## config.mk

```make
export PLATFORM = sky130hd
export DESIGN_NAME = q2e_ctrl
export DESIGN_NICKNAME = d
export VERILOG_FILES = /design/src/sv/q2e_pkg.sv /design/src/sv/q2e_ctrl.sv
export SDC_FILE = /design/constraint.sdc
export NUM_CORES = 1
export LEC_CHECK = 0
export BUFFER_PORTS_ARGS = -buffer_cell sky130_fd_sc_hd__buf_2
export CORE_MARGIN = 8
export CORE_UTILIZATION = 51
export DETAILED_ROUTE_END_ITERATION = 8
export PLACE_DENSITY = 0.9
export RECOVER_POWER = 100
export SETUP_SLACK_MARGIN = 0.15
export SYNTH_ARGS = -nofsm -noshare
export SYNTH_HDL_FRONTEND = slang
export SYNTH_SLANG_ARGS = --single-unit
```

## constraint.sdc

```tcl
create_clock -name clk -period 2.2 [get_ports clk]
set_clock_uncertainty 0.05 [all_clocks]
set_input_delay 0.33 -clock clk [delete_from_list [all_inputs] [get_ports clk]]
set_output_delay 0.33 -clock clk [all_outputs]
set_load 0.1 [all_outputs]
```

## src/sv/q2e_pkg.sv

```systemverilog
`timescale 1ns / 1ps
// shared constants, types and the arctangent table for the quaternion to euler bins block
// no dependencies

package q2e_pkg;

	localparam int BIN_COUNT        = 18;
	localparam int QUAT_FRAC_BITS   = 14;
	localparam int ANGLE_ITERATIONS = 16;
	localparam int WORK_FRAC        = 30;

	localparam int QW      = 16;                               // quaternion component width
	localparam int PROD_W  = 2 * QW;                           // one product
	localparam int ACC_W   = PROD_W + 2;                       // sum of two products
	localparam int CW      = 40;                               // cordic vector width
	localparam int ANG_W   = 36;                               // angle, 2^-32 turn units
	localparam int BIN_W   = 5;
	localparam int SS_W    = WORK_FRAC + 1;                    // clamped |s|
	localparam int SQ_W    = 2 * SS_W;                         // sqrt working width
	localparam int SQRT_STEPS = WORK_FRAC + 1;
	localparam int TO_WORK_SHIFT = WORK_FRAC - 2 * QUAT_FRAC_BITS;
	localparam int MUL_STEPS = 9;
	localparam int CNT_W   = 6;
	localparam int UB      = 33;                               // biased angle bits
	localparam int BPROD_W = UB + 6;

	localparam logic [2:0] KIND_ORIENT  = 3'd0;
	localparam logic [2:0] KIND_POSE    = 3'd1;
	localparam logic [2:0] KIND_UNPAIR  = 3'd2;
	localparam logic [2:0] KIND_ARM_ON  = 3'd3;
	localparam logic [2:0] KIND_ARM_OFF = 3'd4;

	localparam logic [2:0] POSE_FIST    = 3'd1;
	localparam logic [2:0] POSE_WAVE_IN = 3'd2;
	localparam logic [2:0] POSE_UNKNOWN = 3'd6;

	localparam logic [1:0] VIB_NONE  = 2'd0;
	localparam logic [1:0] VIB_SHORT = 2'd1;
	localparam logic [1:0] VIB_LONG  = 2'd2;

	localparam logic [1:0] SEL_ROLL  = 2'd0;
	localparam logic [1:0] SEL_YAW   = 2'd1;
	localparam logic [1:0] SEL_PITCH = 2'd2;

	typedef enum logic [3:0] {
		ST_IDLE,
		ST_MUL,
		ST_SQMUL,
		ST_SQINIT,
		ST_SQRT,
		ST_CINIT,
		ST_CITER,
		ST_BIN,
		ST_DONE
	} state_t;

	typedef struct packed {
		logic       load;
		logic       mul_en;
		logic [3:0] mul_idx;
		logic       sq_mul;
		logic       sq_init;
		logic       sq_step;
		logic       c_init;
		logic       c_step;
		logic [4:0] c_idx;
		logic       bin_en;
		logic [1:0] sel;
		logic       commit;
	} cmd_t;

	typedef struct packed {
		logic in_orient;
		logic y_zero;
		logic out_free;
	} sts_t;

	function automatic logic [31:0] atan_turn(input logic [4:0] i);
		logic [31:0] v;
		case (i)
			5'd0:  v = 32'd536870912;
			5'd1:  v = 32'd316933406;
			5'd2:  v = 32'd167458907;
			5'd3:  v = 32'd85004756;
			5'd4:  v = 32'd42667331;
			5'd5:  v = 32'd21354465;
			5'd6:  v = 32'd10679838;
			5'd7:  v = 32'd5340245;
			5'd8:  v = 32'd2670163;
			5'd9:  v = 32'd1335087;
			5'd10: v = 32'd667544;
			5'd11: v = 32'd333772;
			5'd12: v = 32'd166886;
			5'd13: v = 32'd83443;
			5'd14: v = 32'd41722;
			5'd15: v = 32'd20861;
			5'd16: v = 32'd10430;
			5'd17: v = 32'd5215;
			5'd18: v = 32'd2608;
			5'd19: v = 32'd1304;
			5'd20: v = 32'd652;
			5'd21: v = 32'd326;
			5'd22: v = 32'd163;
			5'd23: v = 32'd81;
			5'd24: v = 32'd41;
			5'd25: v = 32'd20;
			5'd26: v = 32'd10;
			5'd27: v = 32'd5;
			5'd28: v = 32'd3;
			5'd29: v = 32'd1;
			5'd30: v = 32'd1;
			default: v = 32'd0;
		endcase
		return v;
	endfunction

endpackage

```

## src/sv/q2e_ctrl.sv

```systemverilog
`timescale 1ns / 1ps
// sequencer for the quaternion to euler bins block
// depends on q2e_pkg

module q2e_ctrl (
	input  logic            clk,
	input  logic            arst_n,
	input  logic            s_tvalid,
	output logic            s_tready,
	input  q2e_pkg::sts_t   sts,
	output q2e_pkg::cmd_t   cmd
);

	q2e_pkg::state_t state_q, state_d;
	logic [q2e_pkg::CNT_W-1:0] count_q, count_d;
	logic [1:0] sel_q, sel_d;

	always_ff @(posedge clk or negedge arst_n) begin
		if (!arst_n) begin
			state_q <= q2e_pkg::ST_IDLE;
			count_q <= '0;
			sel_q   <= q2e_pkg::SEL_ROLL;
		end else begin
			state_q <= state_d;
			count_q <= count_d;
			sel_q   <= sel_d;
		end
	end

	always_comb begin
		state_d  = state_q;
		count_d  = count_q;
		sel_d    = sel_q;
		s_tready = 1'b0;
		cmd      = '0;
		cmd.sel  = sel_q;
		cmd.mul_idx = count_q[3:0];
		cmd.c_idx   = count_q[4:0];
		unique case (state_q)
			q2e_pkg::ST_IDLE: begin
				s_tready = 1'b1;
				if (s_tvalid) begin
					cmd.load = 1'b1;
					count_d  = '0;
					sel_d    = q2e_pkg::SEL_ROLL;
					state_d  = sts.in_orient ? q2e_pkg::ST_MUL : q2e_pkg::ST_DONE;
				end
			end
			q2e_pkg::ST_MUL: begin
				cmd.mul_en = (count_q < q2e_pkg::CNT_W'(q2e_pkg::MUL_STEPS));
				count_d    = count_q + 1'b1;
				if (count_q == q2e_pkg::CNT_W'(q2e_pkg::MUL_STEPS))
					state_d = q2e_pkg::ST_SQMUL;
			end
			q2e_pkg::ST_SQMUL: begin
				cmd.sq_mul = 1'b1;
				state_d    = q2e_pkg::ST_SQINIT;
			end
			q2e_pkg::ST_SQINIT: begin
				cmd.sq_init = 1'b1;
				count_d     = '0;
				state_d     = q2e_pkg::ST_SQRT;
			end
			q2e_pkg::ST_SQRT: begin
				cmd.sq_step = 1'b1;
				count_d     = count_q + 1'b1;
				if (count_q == q2e_pkg::CNT_W'(q2e_pkg::SQRT_STEPS - 1))
					state_d = q2e_pkg::ST_CINIT;
			end
			q2e_pkg::ST_CINIT: begin
				cmd.c_init = 1'b1;
				count_d    = '0;
				state_d    = q2e_pkg::ST_CITER;
			end
			q2e_pkg::ST_CITER: begin
				if (sts.y_zero || count_q == q2e_pkg::CNT_W'(q2e_pkg::ANGLE_ITERATIONS)
						|| count_q == q2e_pkg::CNT_W'(32)) begin
					state_d = q2e_pkg::ST_BIN;
				end else begin
					cmd.c_step = 1'b1;
					count_d    = count_q + 1'b1;
				end
			end
			q2e_pkg::ST_BIN: begin
				cmd.bin_en = 1'b1;
				if (sel_q == q2e_pkg::SEL_PITCH) begin
					state_d = q2e_pkg::ST_DONE;
				end else begin
					sel_d   = sel_q + 1'b1;
					state_d = q2e_pkg::ST_CINIT;
				end
			end
			q2e_pkg::ST_DONE: begin
				if (sts.out_free) begin
					cmd.commit = 1'b1;
					state_d    = q2e_pkg::ST_IDLE;
				end
			end
			default: state_d = q2e_pkg::ST_IDLE;
		endcase
	end

endmodule

```

==> summary.txt, run 1 <==
Run status
  – Status: finished clean

Clock network
  – Maximum clock insertion buffer count: 2
  – Worst-path clk slew: 0.08 ns
  – Sink Count: 12
  – CTS buffer count: 3
  – H-tree levels: 1
  – CTS tree: built
  – CTS root buf: clkbuf_4
  – Clock latency at the later pin of the worst-skew pair: 0.27 ns

Setup path
  – Critical path class: reg2out
  – Critical path launch point type: flop
  – Signal arrival time at the worst endpoint: 1.78 ns
  – CP required: 1.82 ns
  – CP Capture Type: primary output
  – Max FO, Critical Path: 2

Global route
  – All-Layer GR Usage: 0.156
  – Total grt overflow: 0
  – Largest net degree at the start of global routing: 14
  – First-pass GRT wire length: 4310 um
  – Initial antenna violation count: 0
  – Vias in the first global route: 905

Synth
  – Post-synthesis register bit count: 12
  – Post-synth EDFFs: 0
  – Ys Warns: 0
  – Synth Flop Type: dfrtp_1
  – Post-synthesis sequential area ratio: 0.313
  – Cells after synthesis: 112
  – Syn Std Cell Area: 958 um^2
  – Ys async rst share: 1.00
  – Syn Area/Cell: 8.56 um^2
  – Synth cell types: 37
  – Syn_nets: 123

Final layout
  – Final net count: 150
  – Util after Layout: 0.725
  – Layout cells sized above 1: 0.399
  – Layout Area Growth over Synthesis: 32.1%
  – Ant. Diodes: 0
  – Layout Cells excl Fill: 163

Job
  – Max_cap viols: 0

Timing
  – Setup Viol. Count Final: 0
  – Crit path time final: 2.16 ns
  – Max Freq: 463 MHz
  – Setup TNS: 0 ns
  – Worst slew pin tran: 1.16 ns
  – Max-slew violations: 0
  – Slew headroom: 0.230
  – Final period util: 0.982
  – Final hold violations: 0
  – Unrepaired setup endpoints after global routing: true

Placement
  – GPL Wtd Cong: 0.802
  – Detailed-placement wirelength estimate: 1830 um
  – Dpl cells: 154
  – IO buf count: 26

Route
  – Post-route DRC: 0
  – Avg WL per Cell: 15.0 um
  – DR vias/cell: 5.63
  – First-pass iteration count of the detailed router: 4
  – Via count: 917
  – WL final: 2450 um
  – ANT nets after route: 0
  – Initial DRC Count: 24

Die
  – Die area: 3520 um^2
  – Initial cell density of the core: 0.549
  – Height of the die: 59.4 um
  – Die X: 59.4 um
  – Core area: 1750 um^2
  – Placement Rows: 15
  – # IOs: 27

Worst hold path
  – Type of the tightest min-delay check: in2reg
-- Yosys cell counts (2+ instances only) --
master,instances,area [um^2]
ha_1,5,62.6
o22ai_1,2,12.5
nor2b_1,2,12.5
nand3_1,4,20.0
clkbuf_1,2,7.51
buf_2,2,10.0
a21oi_1,5,25.0
and3_1,2,12.5
nor3_1,5,25.0
o21ai_1,3,15.0
inv_1,7,26.3
dfrtp_1,12,300
a32o_1,2,20.0
nand2_1,7,26.3
nand2b_1,4,25.0
o21ai_0,4,20.0
buf_6,2,22.5
o32ai_1,2,17.5
nor4_1,3,18.8
buf_4,9,67.6
nor2_1,10,37.5
nor3b_1,2,15.0
o211ai_1,2,15.0
-- state kept, by name (all words and copies together) (netlist names) --
register and flops:
state_q 4, count_q 6, sel_q 2
-- metal layers --
layer,routed length [um],GRT usage,vias to the layer above
li1,-,-,446
met1,1030,0.188,432
met2,1260,0.267,37
met3,147,0.0325,2
met4,17,0.0512,0
met5,0,0,-
-- layout make-up --
cell class              count  area [um^2]
multi-input cells          78          604
fillers                   122          479
flip-flops and latches     12          303
repair buffers             37          259
clock buffers               4         36.3
inverters                   7         32.5
well taps                  25         31.3
-- cell usage in the layout (no fill, tap or decap), drive strengths merged, types with 3 or more instances in the layout --
master and n:
a21oi 5, buf 17, clkbuf 23, dfrtp 12
ha 5, inv 6, nand2 7, nand2b 5
nand3 4, nor2 10, nor3 5, nor4 3
o21ai 7
-- worst max-delay path, stage by stage (launching register included) --
cell,delay (ns)
dfrtp_1,0.38
or4b_4,0.56
a2111oi_4,0.35
buf_12,0.22
-- per-stage QoR --
| stage | area, um^2 | hold WS, ns | setup slack, ns |
|---|---|---|---|
| 3_3_place_gp | 1200 | 0.164 | 0.279 |
| 2_1_floorplan | 1060 | -0.0156 | -0.523 |
| 4_1_cts | 1290 | 0.205 | 0.0400 |
| 5_1_grt | 1270 | 0.190 | -0.0369 |
| 6_report | 1270 | 0.208 | 0.0391 |
| 3_5_place_dp | 1200 | 0.171 | 0.258 |
-- path summary, 6_finish.rpt --
| check | from | to | slack [ns] | depth (start not counted) |
|---|---|---|---|---|
| setup / recovery | state_q[1] | cmd[18] | 0.04 | 3 |
| hold / removal | sts[0] | state_q[3] | 0.21 | 2 |
| setup reg to reg | count_q[1] | count_q[5] | 0.07 | 8 |
| hold reg to reg | sel_q[0] | sel_q[0] | 0.45 | 1 |
| max in group asynchronous | arst_n | count_q[1] | 1.11 | 2 |
| min in group asynchronous | arst_n | count_q[2] | 0.55 | 2 |
-- cell families after synthesis --
family,synth area share
xor gates and xnor gates,0.0183
DFF,0.313
and+or+nand+nor,0.253
AOI/OAI and AO/OA,0.210
buffers and inverters,0.140
adders and majority gates,0.0653
-- repair_timing --
action | 4_1_cts | 5_1_grt
endpoints found under the hold margin | 12 | 0
gates resized for setup | 4 | 5
hold buffers | 1 | 0
pin swaps | 2 | 0
setup endpoints to repair | 3 | 4
buffers inserted | 4 | 0
Power of run 1 is left out: the tool's default activity adds up to more than one toggle a clock period on the data nets, which glitch-free logic cannot reach.
==> run 2, diff against run 1 <==
- CORE_UTILIZATION: 51 -> 43
- PLACE_DENSITY: 0.9 -> 0.8
==> summary.txt, run 2 (synthesis results as in run 1) <==
Run status
  – Status: finished clean

Global route
  – Vias in the first global route: 968 (+7.0%)
  – First-pass GRT wire length: 4420 um (+2.7%)
  – Total grt overflow: 0 (unchanged)
  – Initial antenna violation count: 0 (unchanged)
  – All-Layer GR Usage: 0.138 (-0.0186)
  – Largest net degree at the start of global routing: 14 (unchanged)

Die
  – Initial cell density of the core: 0.442 (-0.107)
  – Height of the die: 63.2 um (+6.5%)
  – # IOs: 27 (unchanged)
  – Core area: 2170 um^2 (+24%)
  – Placement Rows: 17 (+2)
  – Die area: 4000 um^2 (+13%)
  – Die X: 63.2 um (+6.5%)

Placement
  – Setup WS pre-CTS: 0.253 ns (-0.00548 ns)
  – Placed Instance Area: 1210 um^2 (+0.94%)
  – GPL Wtd Cong: 0.840 (+4.7%)
  – IO buf count: 26 (unchanged)
  – Detailed-placement wirelength estimate: 2020 um (+10%)

Route
  – WL final: 2630 um (+7.2%)
  – DR vias/cell: 5.57 (-0.97%)
  – Via count: 936 (+2.1%)
  – Initial DRC Count: 21 (-13%)
  – First-pass iteration count of the detailed router: 5 (+1)
  – Post-route DRC: 0 (unchanged)
  – ANT nets after route: 0 (unchanged)
  – Avg WL per Cell: 15.7 um (+4.0%)

Timing
  – Slew headroom: 0.224 (-0.00622)
  – Max-slew violations: 0 (unchanged)
  – Setup Viol. Count Final: 0 (unchanged)
  – Setup TNS: 0 ns (unchanged)
  – Worst slew pin tran: 1.17 ns (+0.00937 ns)
  – Final WS setup: 0.106 ns (+0.0666 ns)
  – Final period util: 0.952 (-0.0303)
  – Max Freq: 477 MHz (+3.2%)
  – Hold slack: 0.193 ns (-0.0153 ns)
  – Unrepaired setup endpoints after global routing: true
  – Crit path time final: 2.09 ns (-0.0666 ns)
  – Final hold violations: 0 (unchanged)

Clock network
  – Worst-path clk slew: 0.08 ns (about the same)
  – CTS buffer count: 3 (unchanged)
  – Sink Count: 12 (unchanged)
  – H-tree levels: 1 (unchanged)
  – CTS root buf: clkbuf_4
  – Maximum clock insertion buffer count: 2 (unchanged)
  – CTS tree: built
  – Clock latency at the later pin of the worst-skew pair: 0.27 ns (about the same)

Setup path
  – Critical path launch point type: flop
  – Max FO, Critical Path: 2 (unchanged)
  – Critical Path, Cell by Cell: or4b_4, a2111oi_4, buf_12
  – Cells on worst reg2reg path: 8 (unchanged)
  – CP bufs+invs: 1 (unchanged)
  – Capturing point of the worst reg2reg path: count_q[5]
  – CP Capture Type: primary output
  – Critical path class: reg2out
  – Worst path max stage delay: 0.56 ns (about the same)
  – Signal arrival time at the worst endpoint: 1.71 ns (-0.07 ns)
  – CP top delay family: simple AND/OR/NAND/NOR gates
  – Reg2reg start: count_q[1]
  – Slowest CP cell: or4b_4
  – FF-to-FF setup slack: 0.19 ns (+0.12 ns)
  – CP required: 1.82 ns (about the same)

Final layout
  – Max FFs per register: 6 (unchanged)
  – Final net count: 152 (+1.3%)
  – Most frequent cells in the layout: 15 x clkbuf_2, 10 x dfrtp_1, 9 x buf_4, 7 x nand2_1, 7 x nor2_1
  – Fin area: 1310 um^2 (+3.1%)
  – Ant. Diodes: 0 (unchanged)
  – Largest registers: count_q x6, state_q x4, sel_q x2
  – Biggest register: count_q
  – Layout cells sized above 1: 0.414 (+0.0157)
  – Most common cell after layout, fill and taps aside: clkbuf_2
  – Layout Area Growth over Synthesis: 36.2%

Job
  – Max_cap viols: 0 (unchanged)

Worst hold path
  – Type of the tightest min-delay check: in2reg
  – WHS Endpoint: state_q[3]
  – Critical hold path startpoint: sts[0]
  – Hold path depth: 2 (unchanged)
-- run 2: worst max path at each step --
| stage | cells past startpoint | endpoint | from | slack, ns |
|---|---|---|---|---|
| 2_1_floorplan | 6 | count_q[3] | count_q[0] | -0.52 |
| 3_3_place_gp | 3 | cmd[18] | state_q[3] | 0.28 |
| 3_5_place_dp | 3 | cmd[18] | state_q[3] | 0.25 |
| 4_1_cts | 3 | cmd[18] | state_q[2] | 0.02 |
| 5_1_grt | 3 | cmd[18] | state_q[3] | 0.06 |
| 6_report | 3 | cmd[18] | state_q[3] | 0.11 |
-- run 2: timing repair --
item,in CTS,in global routing
hold endpoints to repair,12,0
gates resized for setup,6,5
hold buffers,1,0
setup buffers,5,0
gates cloned,0,0
endpoints found under the setup margin,4,7
pin swaps,3,3
-- run 2: per-stage QoR --
step / instances / utilization
after floorplan: 112 / -
after global placement: 158 / 0.559
after detailed placement: 158 / 0.559
after CTS: 168 / 0.605
after global routing: 168 / 0.601
final: 168 / 0.601
-- run 2: area by class of cell --
type                       count  area, um^2
timing repair buffer          39         279
fill                         206         865
tap                           28        35.0
inverter                       7        30.0
multi-input combinational     78         622
clock buffer                   4        36.3
sequential                    12         303
-- run 2: worst reg2reg max path: cells and delay by family (launching register included) --
kind / cells / cell delay, ns
and+or+nand+nor: 2 / 0.51
adders and majority gates: 1 / 0.13
AOI/OAI and AO/OA: 2 / 0.40
buffers and inverters: 3 / 0.39
DFF: 1 / 0.42
-- run 2: per-layer routing --
| metal | vias to the layer above | wire length, um | GRT usage |
|---|---|---|---|
| met5 | - | 0 | 0 |
| met4 | 0 | 82 | 0.0836 |
| met3 | 10 | 132 | 0.0442 |
| met2 | 28 | 1290 | 0.228 |
| met1 | 448 | 1120 | 0.150 |
| li1 | 450 | - | - |
Power of run 2 is left out for the same reason.
